[src/hdl/rrfq_pkg.sv]
package rrfq_pkg;

  localparam int unsigned QueueDepth = 16;
  localparam int unsigned PtrW       = $clog2(QueueDepth);
  localparam int unsigned CntW       = $clog2(QueueDepth + 1);
  localparam int unsigned TimeW      = 16;
  localparam int unsigned TagW       = 16;

  typedef enum logic [1:0] {
    ActAdd    = 2'd0,
    ActRemove = 2'd1,
    ActExec   = 2'd2,
    ActIdle   = 2'd3
  } action_e;

  typedef enum logic [1:0] {
    StOk    = 2'd0,
    StFull  = 2'd1,
    StEmpty = 2'd2
  } status_e;

  typedef enum logic [1:0] {
    SIdle,
    SIssue,
    SCalc,
    SUpdate
  } state_e;

  typedef struct packed {
    logic             mark;
    logic [TimeW-1:0] quantum;
    logic [TimeW-1:0] burst;
    logic [TagW-1:0]  tag;
  } rec_t;

  localparam int unsigned RecW = $bits(rec_t);

  // controller -> datapath
  typedef struct packed {
    logic load;
    logic issue;
    logic calc;
    logic update;
  } cmd_t;

  // datapath -> controller
  typedef struct packed {
    logic out_free;
  } sts_t;

endpackage

[src/hdl/rrfq_ram.sv]
module rrfq_ram #(
  parameter int unsigned Width = 8,
  parameter int unsigned Depth = 16
) (
  input  logic                     clk_i,
  input  logic                     we_i,
  input  logic [$clog2(Depth)-1:0] waddr_i,
  input  logic [Width-1:0]         wdata_i,
  input  logic                     re_i,
  input  logic [$clog2(Depth)-1:0] raddr_i,
  output logic [Width-1:0]         rdata_o
);

  logic [Width-1:0] mem [Depth];
  logic [Width-1:0] rdata_q;

  always_ff @(posedge clk_i) begin
    if (we_i) begin
      mem[waddr_i] <= wdata_i;
    end
    if (re_i) begin
      rdata_q <= mem[raddr_i];
    end
  end

  assign rdata_o = rdata_q;

endmodule

[src/hdl/rrfq_ctrl.sv]
module rrfq_ctrl (
  input  logic            clk_i,
  input  logic            rst_ni,
  input  logic            in_valid_i,
  output logic            in_ready_o,
  input  rrfq_pkg::sts_t  sts_i,
  output rrfq_pkg::cmd_t  cmd_o
);

  rrfq_pkg::state_e state_q, state_d;

  always_ff @(posedge clk_i or negedge rst_ni) begin
    if (!rst_ni) begin
      state_q <= rrfq_pkg::SIdle;
    end else begin
      state_q <= state_d;
    end
  end

  always_comb begin
    state_d    = state_q;
    cmd_o      = '0;
    in_ready_o = 1'b0;
    unique case (state_q)
      rrfq_pkg::SIdle: begin
        in_ready_o = 1'b1;
        if (in_valid_i) begin
          cmd_o.load = 1'b1;
          state_d    = rrfq_pkg::SIssue;
        end
      end
      rrfq_pkg::SIssue: begin
        cmd_o.issue = 1'b1;
        state_d     = rrfq_pkg::SCalc;
      end
      rrfq_pkg::SCalc: begin
        cmd_o.calc = 1'b1;
        state_d    = rrfq_pkg::SUpdate;
      end
      rrfq_pkg::SUpdate: begin
        // hold until the output register can take the result
        if (sts_i.out_free) begin
          cmd_o.update = 1'b1;
          state_d      = rrfq_pkg::SIdle;
        end
      end
      default: state_d = rrfq_pkg::SIdle;
    endcase
  end

endmodule

[src/hdl/rrfq_dp.sv]
module rrfq_dp (
  input  logic                         clk_i,
  input  logic                         rst_ni,
  input  rrfq_pkg::cmd_t               cmd_i,
  output rrfq_pkg::sts_t               sts_o,
  input  logic                         cfg_we_i,
  input  logic                         cfg_wdata_i,
  input  logic [1:0]                   action_i,
  input  logic [rrfq_pkg::TagW-1:0]    new_tag_i,
  input  logic [rrfq_pkg::TimeW-1:0]   new_burst_i,
  input  logic [rrfq_pkg::TimeW-1:0]   new_quantum_i,
  input  logic [rrfq_pkg::TimeW-1:0]   io_limit_i,
  output logic                         out_valid_o,
  input  logic                         out_ready_i,
  output logic [rrfq_pkg::TimeW-1:0]   time_used_o,
  output logic                         move_queue_o,
  output logic [rrfq_pkg::TagW-1:0]    head_tag_o,
  output logic [rrfq_pkg::TimeW-1:0]   head_burst_o,
  output logic [rrfq_pkg::TimeW-1:0]   head_quantum_o,
  output logic [rrfq_pkg::CntW-1:0]    entry_count_o,
  output logic [1:0]                   status_o
);

  function automatic logic [rrfq_pkg::PtrW-1:0] next_ptr(input logic [rrfq_pkg::PtrW-1:0] p);
    if (p == rrfq_pkg::PtrW'(rrfq_pkg::QueueDepth - 1)) begin
      return '0;
    end
    return p + rrfq_pkg::PtrW'(1);
  endfunction

  // request fields
  rrfq_pkg::action_e                act_q;
  logic [rrfq_pkg::TagW-1:0]        tag_q;
  logic [rrfq_pkg::TimeW-1:0]       burst_q, quant_q, lim_q;

  logic                             mode_q;
  logic [rrfq_pkg::PtrW-1:0]        head_q, head_d, tail_q, tail_d;
  logic [rrfq_pkg::CntW-1:0]        cnt_q, cnt_d;
  rrfq_pkg::status_e                status_q, status_d;
  logic                             exec_q, exec_d;
  logic                             fresh_q, fresh_d;
  logic [rrfq_pkg::TimeW-1:0]       run_q, run_d;

  logic                             out_valid_q;
  logic [rrfq_pkg::TimeW-1:0]       time_q;
  rrfq_pkg::rec_t                   head_rec_q, head_rec_d;
  logic [rrfq_pkg::CntW-1:0]        out_cnt_q;
  rrfq_pkg::status_e                out_status_q;

  logic                             ram_we, ram_re;
  logic [rrfq_pkg::PtrW-1:0]        ram_waddr, ram_raddr;
  rrfq_pkg::rec_t                   ram_wdata, ram_rdata, upd_rec;
  logic [rrfq_pkg::RecW-1:0]        ram_rdata_raw;

  logic                             empty;
  logic [rrfq_pkg::TimeW-1:0]       limit;
  logic [rrfq_pkg::TimeW-1:0]       new_burst, new_quant;

  rrfq_ram #(
    .Width(rrfq_pkg::RecW),
    .Depth(rrfq_pkg::QueueDepth)
  ) u_ram (
    .clk_i  (clk_i),
    .we_i   (ram_we),
    .waddr_i(ram_waddr),
    .wdata_i(ram_wdata),
    .re_i   (ram_re),
    .raddr_i(ram_raddr),
    .rdata_o(ram_rdata_raw)
  );

  assign ram_rdata = rrfq_pkg::rec_t'(ram_rdata_raw);
  assign empty     = (cnt_q == '0);

  always_ff @(posedge clk_i) begin
    if (cmd_i.load) begin
      act_q   <= rrfq_pkg::action_e'(action_i);
      tag_q   <= new_tag_i;
      burst_q <= new_burst_i;
      quant_q <= new_quantum_i;
      lim_q   <= io_limit_i;
    end
  end

  // queue bookkeeping, RAM port use and the run time
  always_comb begin
    head_d    = head_q;
    tail_d    = tail_q;
    cnt_d     = cnt_q;
    status_d  = status_q;
    exec_d    = exec_q;
    fresh_d   = fresh_q;
    run_d     = run_q;
    ram_we    = 1'b0;
    ram_waddr = tail_q;
    ram_wdata = '0;
    ram_re    = cmd_i.issue;
    ram_raddr = (act_q == rrfq_pkg::ActRemove && !empty) ? next_ptr(head_q) : head_q;
    limit     = '0;

    if (cmd_i.issue) begin
      status_d = rrfq_pkg::StOk;
      exec_d   = 1'b0;
      fresh_d  = 1'b0;
      unique case (act_q)
        rrfq_pkg::ActAdd: begin
          if (cnt_q == rrfq_pkg::CntW'(rrfq_pkg::QueueDepth)) begin
            status_d = rrfq_pkg::StFull;
          end else begin
            ram_we            = 1'b1;
            ram_waddr         = tail_q;
            ram_wdata.tag     = tag_q;
            ram_wdata.burst   = burst_q;
            ram_wdata.quantum = quant_q;
            ram_wdata.mark    = 1'b0;
            tail_d            = next_ptr(tail_q);
            cnt_d             = cnt_q + rrfq_pkg::CntW'(1);
            fresh_d           = empty;
          end
        end
        rrfq_pkg::ActRemove: begin
          if (empty) begin
            status_d = rrfq_pkg::StEmpty;
          end else begin
            head_d = next_ptr(head_q);
            cnt_d  = cnt_q - rrfq_pkg::CntW'(1);
          end
        end
        rrfq_pkg::ActExec: begin
          if (empty) begin
            status_d = rrfq_pkg::StEmpty;
          end else begin
            exec_d = 1'b1;
          end
        end
        rrfq_pkg::ActIdle: begin
          if (empty) begin
            status_d = rrfq_pkg::StEmpty;
          end
        end
        default: status_d = rrfq_pkg::StOk;
      endcase
    end

    if (cmd_i.calc) begin
      if (!mode_q) begin
        limit = ram_rdata.quantum;
        if (lim_q != '0 && lim_q < limit) begin
          limit = lim_q;
        end
      end else begin
        limit = (lim_q != '0) ? lim_q : ram_rdata.burst;
      end
      run_d = (ram_rdata.burst < limit) ? ram_rdata.burst : limit;
      if (!exec_q) begin
        run_d = '0;
      end
    end

    if (cmd_i.update && exec_q) begin
      ram_we    = 1'b1;
      ram_waddr = head_q;
      ram_wdata = upd_rec;
    end
  end

  // head record after an execute
  always_comb begin
    new_burst = ram_rdata.burst - run_q;
    new_quant = mode_q ? ram_rdata.quantum : ram_rdata.quantum - run_q;
    upd_rec         = ram_rdata;
    upd_rec.burst   = new_burst;
    upd_rec.quantum = new_quant;
    upd_rec.mark    = !mode_q && (new_burst != '0) && (new_quant == '0);
  end

  always_comb begin
    if (empty) begin
      head_rec_d = '0;
    end else if (fresh_q) begin
      head_rec_d.tag     = tag_q;
      head_rec_d.burst   = burst_q;
      head_rec_d.quantum = quant_q;
      head_rec_d.mark    = 1'b0;
    end else if (exec_q) begin
      head_rec_d = upd_rec;
    end else begin
      head_rec_d = ram_rdata;
    end
  end

  always_ff @(posedge clk_i or negedge rst_ni) begin
    if (!rst_ni) begin
      mode_q      <= 1'b0;
      head_q      <= '0;
      tail_q      <= '0;
      cnt_q       <= '0;
      status_q    <= rrfq_pkg::StOk;
      exec_q      <= 1'b0;
      fresh_q     <= 1'b0;
      run_q       <= '0;
      out_valid_q <= 1'b0;
    end else begin
      if (cfg_we_i) begin
        mode_q <= cfg_wdata_i;
      end
      head_q   <= head_d;
      tail_q   <= tail_d;
      cnt_q    <= cnt_d;
      status_q <= status_d;
      exec_q   <= exec_d;
      fresh_q  <= fresh_d;
      run_q    <= run_d;
      if (cmd_i.update) begin
        out_valid_q <= 1'b1;
      end else if (out_ready_i) begin
        out_valid_q <= 1'b0;
      end
    end
  end

  always_ff @(posedge clk_i) begin
    if (cmd_i.update) begin
      time_q       <= run_q;
      head_rec_q   <= head_rec_d;
      out_cnt_q    <= cnt_q;
      out_status_q <= status_q;
    end
  end

  assign sts_o.out_free = !out_valid_q || out_ready_i;

  assign out_valid_o    = out_valid_q;
  assign time_used_o    = time_q;
  assign move_queue_o   = head_rec_q.mark;
  assign head_tag_o     = head_rec_q.tag;
  assign head_burst_o   = head_rec_q.burst;
  assign head_quantum_o = head_rec_q.quantum;
  assign entry_count_o  = out_cnt_q;
  assign status_o       = out_status_q;

endmodule

[src/hdl/rr_fcfs_ready_queue_unit.sv]
// Channel   Handshake                  Payload
// in        in_valid_i / in_ready_o    action_i, new_tag_i, new_burst_i, new_quantum_i,
//                                      io_limit_i
// out       out_valid_o / out_ready_i  time_used_o, move_queue_o, head_tag_o, head_burst_o,
//                                      head_quantum_o, entry_count_o, status_o
// cfg       cfg_we_i                   cfg_wdata_i (fcfs_mode)
//
// A request passes through accept, RAM read/queue update, run-time calc, and write-back
// and result load, in that order; the next request is accepted only after write-back.
// Reset empties the queue (pointers and count cleared); RAM contents are not cleared.
// A result waiting in the output register does not block the next request; the
// write-back cycle stalls only if the previous result is still not taken.
module rr_fcfs_ready_queue_unit (
  input  logic                         clk_i,
  input  logic                         rst_ni,
  input  logic                         cfg_we_i,
  input  logic                         cfg_wdata_i,
  input  logic                         in_valid_i,
  output logic                         in_ready_o,
  input  logic [1:0]                   action_i,
  input  logic [rrfq_pkg::TagW-1:0]    new_tag_i,
  input  logic [rrfq_pkg::TimeW-1:0]   new_burst_i,
  input  logic [rrfq_pkg::TimeW-1:0]   new_quantum_i,
  input  logic [rrfq_pkg::TimeW-1:0]   io_limit_i,
  output logic                         out_valid_o,
  input  logic                         out_ready_i,
  output logic [rrfq_pkg::TimeW-1:0]   time_used_o,
  output logic                         move_queue_o,
  output logic [rrfq_pkg::TagW-1:0]    head_tag_o,
  output logic [rrfq_pkg::TimeW-1:0]   head_burst_o,
  output logic [rrfq_pkg::TimeW-1:0]   head_quantum_o,
  output logic [rrfq_pkg::CntW-1:0]    entry_count_o,
  output logic [1:0]                   status_o
);

  rrfq_pkg::cmd_t cmd;
  rrfq_pkg::sts_t sts;

  rrfq_ctrl u_ctrl (
    .clk_i     (clk_i),
    .rst_ni    (rst_ni),
    .in_valid_i(in_valid_i),
    .in_ready_o(in_ready_o),
    .sts_i     (sts),
    .cmd_o     (cmd)
  );

  rrfq_dp u_dp (
    .clk_i         (clk_i),
    .rst_ni        (rst_ni),
    .cmd_i         (cmd),
    .sts_o         (sts),
    .cfg_we_i      (cfg_we_i),
    .cfg_wdata_i   (cfg_wdata_i),
    .action_i      (action_i),
    .new_tag_i     (new_tag_i),
    .new_burst_i   (new_burst_i),
    .new_quantum_i (new_quantum_i),
    .io_limit_i    (io_limit_i),
    .out_valid_o   (out_valid_o),
    .out_ready_i   (out_ready_i),
    .time_used_o   (time_used_o),
    .move_queue_o  (move_queue_o),
    .head_tag_o    (head_tag_o),
    .head_burst_o  (head_burst_o),
    .head_quantum_o(head_quantum_o),
    .entry_count_o (entry_count_o),
    .status_o      (status_o)
  );

endmodule

[config.mk]
export PLATFORM = sky130hd
export DESIGN_NAME = rr_fcfs_ready_queue_unit
export DESIGN_NICKNAME = d
export VERILOG_FILES = /design/src/hdl/rrfq_pkg.sv /design/src/hdl/rrfq_ram.sv /design/src/hdl/rrfq_ctrl.sv /design/src/hdl/rrfq_dp.sv /design/src/hdl/rr_fcfs_ready_queue_unit.sv
export SDC_FILE = /design/constraint.sdc
export NUM_CORES = 1
export LEC_CHECK = 0
export ABC_AREA = 1
export BUFFER_PORTS_ARGS = -buffer_cell sky130_fd_sc_hd__buf_2
export CORE_MARGIN = 2
export CORE_UTILIZATION = 45
export CTS_CLUSTER_SIZE = 8
export DETAILED_ROUTE_END_ITERATION = 10
export PLACE_DENSITY = 0.57
export SLEW_MARGIN = 20
export SYNTH_ARGS = -nofsm -noshare
export SYNTH_HDL_FRONTEND = slang
export SYNTH_SLANG_ARGS = --single-unit
export TNS_END_PERCENT = 20
[constraint.sdc]
create_clock -name clk_i -period 8.3 [get_ports clk_i]
set_input_delay 0 -clock clk_i [delete_from_list [all_inputs] [get_ports clk_i]]
set_output_delay 0 -clock clk_i [all_outputs]
set_load 0.02 [all_outputs]
# After elaboration in Yosys (flattened, before gate mapping)
# Memories as Yosys holds them, arrays and structs flattened. A register that Yosys moved wholly into a read port is not among the register bits.
# Index checks and enable logic that the tools add are counted.
# word_totals
ff_bits	175
mem_bits_rw	784
word_cells	125
memories	1
# mem_list
memory	words	word_bits	rd	rd_clocked_by_memory_dff	wr	line_no	source
u_dp.u_ram.mem	16	49	1	1	1	rrfq_ram.sv:14	logic [Width-1:0] mem [Depth];
# op_classes
addsub	6
magnitude_cmp	2
eq_ne	13
mux	56
bitwise_logic	2
n_reduce_logical	23
# ops
operator	count
$mux W49	4
$mux W16	7
$mux W48	2
$lt A16 B16 Y1	2
$reduce_bool A16 Y1	2
$sub A16 B16 Y16	2
$mux W1	28
$mux W4	7
$logic_not A16 Y1	1
$mux W5	2
$pmux W5 S2	1
$add A4 B1 Y4 const B	2
$eq A2 B2 Y1 const B	4
$eq A4 B4 Y1 const B	2
$ne A2 B2 Y1 const B	4
$pmux W2 S4	1
$mux W2	3
$reduce_and A3 Y1	2
$add A5 B1 Y5 const B	1
$eq A5 B5 Y1 const B	1
$logic_and A1 B1 Y1	5
$logic_not A5 Y1	1
$sub A5 B1 Y5 const B	1
$eq A2 B1 Y1 const B	2
10 further kinds	15

# Logic depth before layout (Yosys ltp)
# Gate-level depths: netlist of the first run.
# depth
ltp_word	8
depth_mapped	26
ltp_nobuf	25

# Hierarchy
# From an unflattened synthesis of the first run, not the netlist that was laid out.
# hier_totals
cells_unflattened	4486
hier_area_um2	45934.1
# by_module_without_submodules
module	instances	cells_per_inst	area_per_inst_um2
rrfq_ram	1	3231	35191.3
rrfq_dp	1	1229	10557.6
rrfq_ctrl	1	26	185.2

# Worst setup path after synthesis of the first run
# No wires, ideal clock.
# synth_path
kind	register to register
from	reg u_ctrl.state_q[1]
to	mem u_dp.u_ram.mem[11][0] (netlist bit), enable pin
arrival_time_ns	4.694
required_ns	7.844
slack_ns	3.150
stages_incl_launch_ff	10
period_less_slack_ns	5.150
path_cell_list	dfrtp_1 inv_1 ha_1 clkbuf_1 nand3_1 inv_1 nand2_1 nand2_1 nand3_1 nor2_1
# synth_via
elab_chain_len	6
elab_cells_between_ends	10
classes_between	2 x eq/ne; 7 x mux; 1 x reduce/logical
# synth_rtl
item	line_no	source
start: declaration	rrfq_ctrl.sv:10	rrfq_pkg::state_e state_q, state_d;
start signal: assignment	rrfq_ctrl.sv:14	state_q <= rrfq_pkg::SIdle;
start signal: assignment	rrfq_ctrl.sv:16	state_q <= state_d;
$eq A2 B1 Y1 or $eq A2 B2 Y1 (tied branches)	rrfq_ctrl.sv:24	unique case (state_q)
$mux W1	rrfq_ctrl.sv:24	
$mux W1 or $logic_and A1 B1 Y1 (tied branches)	rrfq_dp.sv:101, rrfq_dp.sv:160	
$mux W1	rrfq_dp.sv:160	if (cmd_i.update && exec_q) begin
$mux W1	rrfq_ram.sv:18	if (we_i) begin
$mux W1 (implied by the code)	rrfq_ram.sv:19	mem[waddr_i] <= wdata_i;
end: declaration	rrfq_ram.sv:14	
# Parallel ways exist; a longest one is shown, timed or not.

# Worst setup path in the final report of the first run
# layout_path
from	reg u_dp.cnt_q[1] (netlist bit)
to	reg u_dp.u_ram.rdata_q[21], in the netlist u_dp.u_ram.rdata_o[21] (read register of u_dp.u_ram.mem) (data pin)
# layout_via
elab_chain_len	4
# layout_rtl
item	line_no	source
start: declaration	rrfq_dp.sv:38	logic [rrfq_pkg::CntW-1:0] cnt_q, cnt_d;
start signal: assignment	rrfq_dp.sv:209	cnt_q <= cnt_d;
$logic_not A5 Y1	rrfq_dp.sv:73	assign empty = (cnt_q == '0);
$logic_not A1 Y1	rrfq_dp.sv:98	ram_raddr = (act_q == rrfq_pkg::ActRemove && !empty) ? next_ptr(head_q) : head_q;
$logic_and A1 B1 Y1	rrfq_dp.sv:98	
$mux W4	rrfq_dp.sv:98	
end: declaration	rrfq_ram.sv:15	logic [Width-1:0] rdata_q;
# Every way passes these cells.
# A chain may end at the register's enable or synchronous reset.

==> results of run 1 <==
## per-layer routing
metal	up-vias	track usage [%]
met2	1236	41.0
met1	14600	34.2
met5	-	0
met3	232	4.18
li1	13100	-
met4	2	10.7
## worst max-delay path by stage
stage | start | to | cells after the start
floorplan | u_ctrl.state_q[1]$_DFFE_PN0P_ | u_dp.u_ram.mem[11][0]$_DFFE_PP_ | 9
global placement | u_ctrl.state_q[0]$_DFFE_PN0P_ | u_dp.u_ram.mem[8][29]$_DFFE_PP_ | 11
detailed placement | u_ctrl.state_q[0]$_DFFE_PN0P_ | u_dp.u_ram.mem[8][21]$_DFFE_PP_ | 11
CTS | u_ctrl.state_q[0]$_DFFE_PN0P_ | u_dp.u_ram.mem[8][16]$_DFFE_PP_ | 11
global route | u_ctrl.state_q[0]$_DFFE_PN0P_ | u_dp.u_ram.mem[8][16]$_DFFE_PP_ | 11
finish | u_dp.cnt_q[1]$_DFFE_PN0P_ | u_dp.u_ram.rdata_o[21]$_DFFE_PP_ | 12
## metrics by stage
stage	util, %	worst slack (ns)	hold slack [ns]	power, mW
floorplan	-	3.15	-0.296	11.7
global placement	47.6	3.86	0.178	14.3
detailed placement	47.7	3.81	0.178	14.4
CTS	53.5	3.81	0.0101	19.8
global route	53.5	3.54	0.0674	20.8
finish	53.5	3.74	0.0755	19.8
## final cells by class
class                           count  area (sq um)  share of cell area [%]
Clock inverter                     16           298                   0.596
Timing Repair Buffer              347          2630                    5.27
Sequential cell                  1008         30100                    60.2
Tap cell                         1254          1570                    3.14
Inverter                          197           757                    1.52
Clock buffer                      168          3740                    7.48
Multi-Input combinational cell   1984         10900                    21.8
## cell families (layout without fill, tap and decap cells)
family / count (synthesis) / after routing
buffers and inverters: 398 / 728
AOI/OAI and AO/OA: 919 / 919
adders and majority gates: 72 / 72
xor gates and xnor gates: 23 / 23
and+or+nand+nor: 969 / 969
muxes: 1 / 1
DFF: 1008 / 1008
## cells in the mapped netlist (all sizes together), types with 16 or more instances
cell type | n | area share (%)
a21oi | 70 | 0.83
a22oi | 16 | 0.28
buf | 113 | 1.4
clkbuf | 88 | 0.78
dfrtp | 37 | 2.2
edfxtp | 971 | 69
ha | 69 | 2.0
inv | 196 | 1.7
nand2 | 320 | 3.0
nand3 | 143 | 1.7
nor2 | 468 | 4.2
o211ai | 46 | 0.81
o21ai | 512 | 6.1
o221ai | 151 | 3.1
o22ai | 103 | 1.5
xor2 | 17 | 0.35
## what timing repair did
| action | 4_1_cts | 5_1_grt |
|---|---|---|
| endpoints found under the hold margin | 107 | 0 |
| gates resized for setup | 0 | 0 |
| hold buffers | 140 | 0 |
| setup buffers | 0 | 0 |
## registers in the layout, indices dropped and copies added, names as in the netlist, 2 cells and up
register             cells
u_dp.u_ram.mem         784
u_dp.u_ram.rdata_o      49
u_dp.burst_q            16
u_dp.head_burst_o       16
u_dp.head_quantum_o     16
u_dp.head_tag_o         16
u_dp.lim_q              16
u_dp.quant_q            16
u_dp.run_q              16
u_dp.tag_q              16
u_dp.time_used_o        16
u_dp.cnt_q               5
u_dp.entry_count_o       5
u_dp.head_q              4
u_dp.tail_q              4
u_ctrl.state_q           2
u_dp.act_q               2
u_dp.status_o            2
u_dp.status_q            2
## power by group through the flow
stage | clock network [mW] | registers [mW] | logic (mW)
floorplan | 0 | 7.04 | 4.70
global placement | 0 | 7.05 | 7.22
detailed placement | 0 | 7.06 | 7.32
CTS | 5.42 | 6.97 | 7.40
global route | 5.62 | 7.01 | 8.20
finish | 5.32 | 6.98 | 7.46
## critical path: stages (launching register included)
cell	delay [ns]
dfrtp_1	0.45
nor4_4	0.37
nand2_4	0.16
nand2_8	0.14
nand2_2	0.07
o21ai_4	0.07
buf_12	0.45
inv_8	0.40
buf_12	0.48
o21ai_0	0.31
o22ai_1	0.12
o211ai_1	0.38
nand2_1	0.18
## placed cells by master (no fill, tap or decap), drive strengths merged, types with 9 or more instances in the layout
cell	instances
clkbuf	168
nor2	468
nand2	320
o21ai	512
nand3	143
dfrtp	37
nand4	15
clkinv	12
o22ai	103
ha	69
o221ai	151
xor2	17
inv	200
a22oi	16
a21oi	70
edfxtp	971
dlygate4sd3	140
o211ai	46
buf	207
nor3	9
==> qor.txt, run 1 <==
Clock tree from TritonCTS = built
I/O Buffers = 145
Clk pin slew, worst setup/hold paths = 0.05 ns
Via count of the first global-routing pass = 28900
Row cnt = 112
Floorplan core area = 93300 sq um
# fillers = 7740
Worst Setup Path Type = reg -> reg
Overall routing resource usage = 25.4%
Main combinational cell family by area after synthesis = compound AO/OA/AOI/OAI gates
Class of the tightest hold or removal check = in -> reg
XOR/XNOR Fraction of Synth Area = 0.475%
Die W = 311 um
Estimated wirelength of the detail-placed design = 71200 um
Clk Latency, worst-skew pair = 0.75 ns
Compound-cell area share of the yosys netlist = 13.0%
Top metal layer carrying routed signals = met5
Worst flop-to-flop path startpoint = u_dp.cnt_q[1]$_DFFE_PN0P_
Total number of clock tree sinks = 1008
Count of vias placed by the detailed router = 29200
Routed length on met3 = 8260 um
Register-to-register setup slack = 3.74 ns
Number of synthesized register bits = 1008
Clock root cell = clkbuf_16
Proportion of layout cells with a drive suffix above 1 = 11.6%
Hold Path Origin = cfg_we_i
Setup repair after global routing missed its margin = false
Design area = 49900 sq um
Post-layout instance count excluding filler cells = 4974
Nets in the synthesized netlist = 3534
Internal Power = 11.8 mW
CTS HTree Levels = 4
Sequential-to-total area share from yosys stat = 70.9%
Shortest clock period the worst path allows after layout = 4.56 ns
Multiplexer fraction of the synthesized cell area = 0.0266%
Cell area after technology mapping = 42400 sq um
Worst slew slack as a fraction of its limit = 24.3%
Reg power frac = 35.3%
Worst supply voltage drop on vdd = 362 uV
Worst slew pin tran = 1.14 ns
Gate count after technology mapping = 3390
Nature of the critical path startpoint = register
F_max = 0.219 GHz
Depth of the most critical reg-to-reg path = 12
Required time of the critical path = 8.74 ns
Number of nets in the layout = 3827
Initial core utilization = 45.4%
Iteration count of the initial detailed-routing pass = 7
DRC violation count after routing = 0
Wire length of the first global-routing pass = 185000 um
Leakage dissipation = 17.8 nW
Portion of the clock cycle consumed by the worst path in the final layout = 54.9%
Main flop type after synthesis = edfxtp_1
Total net switching power = 7.94 mW
EDFF count, synth = 971
GR Overflow Total = 0
Synth warnings = 0
Kind of end point of the critical path = register
Final number of setup-violating endpoints = 0
Largest net degree at the start of global routing = 197
Average footprint of a synthesized cell = 12.5 sq um
Number of clock buffers inserted by TritonCTS = 145
Crit path arrival time = 5.00 ns
Hold Violations, Final = 0
Share of flip-flops with an asynchronous set or reset = 3.67%
Number of diodes added for antenna fixing = 0
Ratio of total power to cell area = 396 nW/um^2
Synthesized-area fraction occupied by adder cells = 2.18%
Routed length per placed instance = 24.9 um
Number of antenna violations at the first check in global routing = 1
Instance count after placement with tap cells included = 4650
Final sum of negative setup slack = 0 ns
Max FO, Critical Path = 196
Top-level I/O count = 146
Worst hold stages = 3
Final slew viol count = 0
Clock tree skew after final layout = 0.0280 ns
Final Routed Wirelength = 124000 um
Simple-Gate Fraction of Synth Area = 9.38%
Status = finished clean
Proportion of power drawn by the clock network = 26.9%
Average via count per standard cell = 5.88
Height of the chip = 311 um
R2r endpoint = u_dp.u_ram.rdata_o[21]$_DFFE_PP_
Proportion of power drawn by combinational gates = 37.7%
Area growth from synthesis to layout = 17.8%
Worst min-delay path endpoint = u_dp.mode_q$_DFFE_PN0P_
Met2 Wirelength = 59100 um
Number of distinct library cells after synthesis = 49
Clock tree buffer depth = 3
Overall die area = 96700 sq um
Gpl congestion = 0.987
Placed Area = 44500 sq um
Sw Share = 40.2%
Wire length on met1 = 52000 um
Max-cap check violation count = 0
Routed Antenna Nets = 0
Drt first-iter violations = 2944
Note: power is estimated with default switching activity, not from simulation.
==> run 2, diff against run 1 <==
--- a/config.mk
+++ b/config.mk
@@ -11,7 +11,7 @@
 export CORE_UTILIZATION = 45
 export CTS_CLUSTER_SIZE = 8
 export DETAILED_ROUTE_END_ITERATION = 10
-export PLACE_DENSITY = 0.57
+export PLACE_DENSITY = 0.59
 export SLEW_MARGIN = 20
 export SYNTH_ARGS = -nofsm -noshare
 export SYNTH_HDL_FRONTEND = slang
==> constraint.sdc (replaced) <==
create_clock -name clk_i -period 4 [get_ports clk_i]
set_input_delay 0 -clock clk_i [delete_from_list [all_inputs] [get_ports clk_i]]
set_output_delay 0 -clock clk_i [all_outputs]
set_load 0.02 [all_outputs]
==> qor.txt, run 2 (synthesis results as in run 1) <==
Status = finished clean
Gpl congestion = 0.929 (-5.9%)
# fillers = 7806 (+0.85%)
Clock tree buffer depth = 3 (unchanged)
Iteration count of the initial detailed-routing pass = 6 (-1)
Number of antenna violations at the first check in global routing = 0 (-1)
Estimated wirelength of the detail-placed design = 71100 um (-0.13%)
Area growth from synthesis to layout = 19.0%
Wire length of the first global-routing pass = 184000 um (-0.73%)
Hold Violations, Final = 0 (unchanged)
Average via count per standard cell = 5.79 (-1.4%)
Worst supply voltage drop on vdd = 516 uV (+43%)
Routed length per placed instance = 24.8 um (-0.48%)
Via count of the first global-routing pass = 28500 (-1.5%)
Floorplan core area = 93300 sq um (unchanged)
Required time of the critical path = 4.66 ns (-4.08 ns)
I/O Buffers = 145 (unchanged)
Number of flip-flops in the largest register = 784 (unchanged)
Kind of end point of the critical path = register
Largest net degree at the start of global routing = 146 (-26%)
Number of clock buffers inserted by TritonCTS = 144 (-0.69%)
Proportion of layout cells with a drive suffix above 1 = 12.8% (+1.2 points)
Routed Antenna Nets = 0 (unchanged)
F_max = 0.273 GHz (+24%)
Worst Setup Path Type = reg -> reg
Sw Share = 39.6% (-0.62 points)
Count of vias placed by the detailed router = 29100 (-0.35%)
Post-CTS Setup Bufs = 0 (unchanged)
Portion of the clock cycle consumed by the worst path in the final layout = 91.5% (+37 points)
GR Overflow Total = 0 (unchanged)
Top-level I/O count = 146 (unchanged)
Clock tree skew after final layout = 0.0276 ns (-0.000409 ns)
Post-layout instance count excluding filler cells = 5029 (+1.1%)
DRC violation count after routing = 0 (unchanged)
Die W = 311 um (unchanged)
Max FO, Critical Path = 26 (-87%)
Most frequent standard cell in the layout excluding fill and tap cells = edfxtp_1
Clk pin slew, worst setup/hold paths = 0.05 ns (about the same)
Class of the tightest hold or removal check = in -> reg
Total number of clock tree sinks = 1008 (unchanged)
Row cnt = 112 (unchanged)
Overall die area = 96700 sq um (unchanged)
Height of the chip = 311 um (unchanged)
Worst path setup slack after routing = 0.339 ns (-3.40 ns)
Shortest clock period the worst path allows after layout = 3.66 ns (-0.895 ns)
Final sum of negative setup slack = 0 ns (unchanged)
Reg power frac = 34.8% (-0.5 points)
Final number of setup-violating endpoints = 0 (unchanged)
Max-cap check violation count = 0 (unchanged)
Setup repair after global routing missed its margin = false
Clk Latency, worst-skew pair = 0.73 ns (-0.02 ns)
Total net switching power = 16.2 mW (+100%)
Worst slew pin tran = 1.13 ns (-0.00957 ns)
Final slew viol count = 0 (unchanged)
Number of nets in the layout = 3882 (+1.4%)
Setup Slack @ Placement = 0.369 ns (-3.45 ns)
Clock root cell = clkbuf_16
Clock tree from TritonCTS = built
Proportion of power drawn by combinational gates = 38.9% (+1.2 points)
Leakage dissipation = 18.1 nW (+1.7%)
Overall routing resource usage = 25.5% (+0.092 points)
Crit path arrival time = 4.32 ns (-0.68 ns)
Worst slew slack as a fraction of its limit = 25.0% (+0.64 points)
Initial core utilization = 45.4% (unchanged)
Nature of the critical path startpoint = register
Top register by number of flip-flops = u_dp.u_ram.mem
Proportion of power drawn by the clock network = 26.3% (-0.6 points)
Final Routed Wirelength = 125000 um (+0.62%)
Internal Power = 24.8 mW (+110%)
Drt first-iter violations = 2960 (+0.54%)
Ratio of total power to cell area = 813 nW/um^2 (+110%)
CTS HTree Levels = 4 (unchanged)
Hold Worst Slack = 0.0231 ns (-0.0524 ns)
Commonest cells after routing, fill and taps aside = edfxtp_1 (971), nor2_1 (449), o21ai_0 (412)
Instance count after placement with tap cells included = 4719 (+1.5%)
[run 2: changes by cell type in the layout (fill, tap and decap cells not counted), moves of 2 or more]
cell	change
nor2_2	-2
o21ai_2	-2
o21ai_0	+2
o22ai_2	-8
dlygate4sd3_1	-13
o22ai_1	+8
clkinv_16	-3
buf_12	+23
diode_2	+2
clkbuf_1	+2
buf_4	+47
[run 2: layout make-up]
cell class	instances	area, sq um	share of cell area, %
Antenna cell	2	5.00	0.00992
Clock buffer	170	3740	7.42
Clock inverter	11	161	0.320
Inverter	197	758	1.50
Multi-Input combinational cell	1984	10800	21.5
Sequential cell	1008	30100	59.6
Tap cell	1254	1570	3.11
Timing Repair Buffer	403	3310	6.56
[run 2: worst max-delay path, cell delays in order (launching register included)]
cell,delay (ns)
edfxtp_1,0.40
inv_1,0.07
ha_1,0.29
nand2_1,0.09
nor4_1,0.30
nand2_1,0.15
nand2_4,0.24
o22ai_1,0.11
a31oi_1,0.29
ha_1,0.31
a21oi_1,0.15
nor2_1,0.05
a211oi_1,0.26
o221a_4,0.41
nand2_4,0.19
nand2_1,0.10
nand3_1,0.07
nand2_1,0.09
[run 2: routing by layer]
layer	share of wire, %	track usage (%)
met1	43	35.3
met2	47	41.2
met3	6.7	3.91
met4	3.0	8.87
met5	0	0
[run 2: what timing repair did]
action                                 in CTS  in global routing
endpoints found under the hold margin     107                 37
hold buffers                              126                  1
resized for setup                           0                  1
setup endpoints to repair                   0                 14
[run 2: stage by stage]
| step | power, mW | utilization (%) | area, sq um |
|---|---|---|---|
| final | 41.0 | 54.1 | 50500 |
| after global routing | 43.2 | 54.1 | 50400 |
| after CTS | 41.0 | 54.0 | 50400 |
| after detailed placement | 30.0 | 48.5 | 45200 |
| after global placement | 30.0 | 48.5 | 45200 |
| after floorplan | 24.4 | - | 42500 |
[run 2: power by group through the flow]
stage	clock, mW	sequential, mW	combinational, mW
4_1_cts	11.0	14.3	15.8
6_report	10.8	14.3	15.9
2_1_floorplan	0	14.6	9.77
5_1_grt	11.4	14.3	17.5
3_3_place_gp	0	14.4	15.6
3_5_place_dp	0	14.4	15.6
[run 2: final timing paths]
path	startpoint	endpoint	slack, ns	depth (start not counted)
min reg2reg	u_dp.run_q[12]$_DFFE_PN0P_	u_dp.time_used_o[12]$_DFFE_PP_	0.49	0
min in group asynchronous	rst_ni	u_dp.out_valid_o$_DFFE_PN0P_	0.38	3
max reg2reg	u_dp.u_ram.rdata_o[47]$_DFFE_PP_	u_dp.run_q[2]$_DFFE_PN0P_	0.34	17
min	new_tag_i[7]	u_dp.tag_q[7]$_DFFE_PP_	0.02	2
max in group asynchronous	rst_ni	u_dp.run_q[10]$_DFFE_PN0P_	3.21	3
max	u_dp.u_ram.rdata_o[47]$_DFFE_PP_	u_dp.run_q[2]$_DFFE_PN0P_	0.34	17
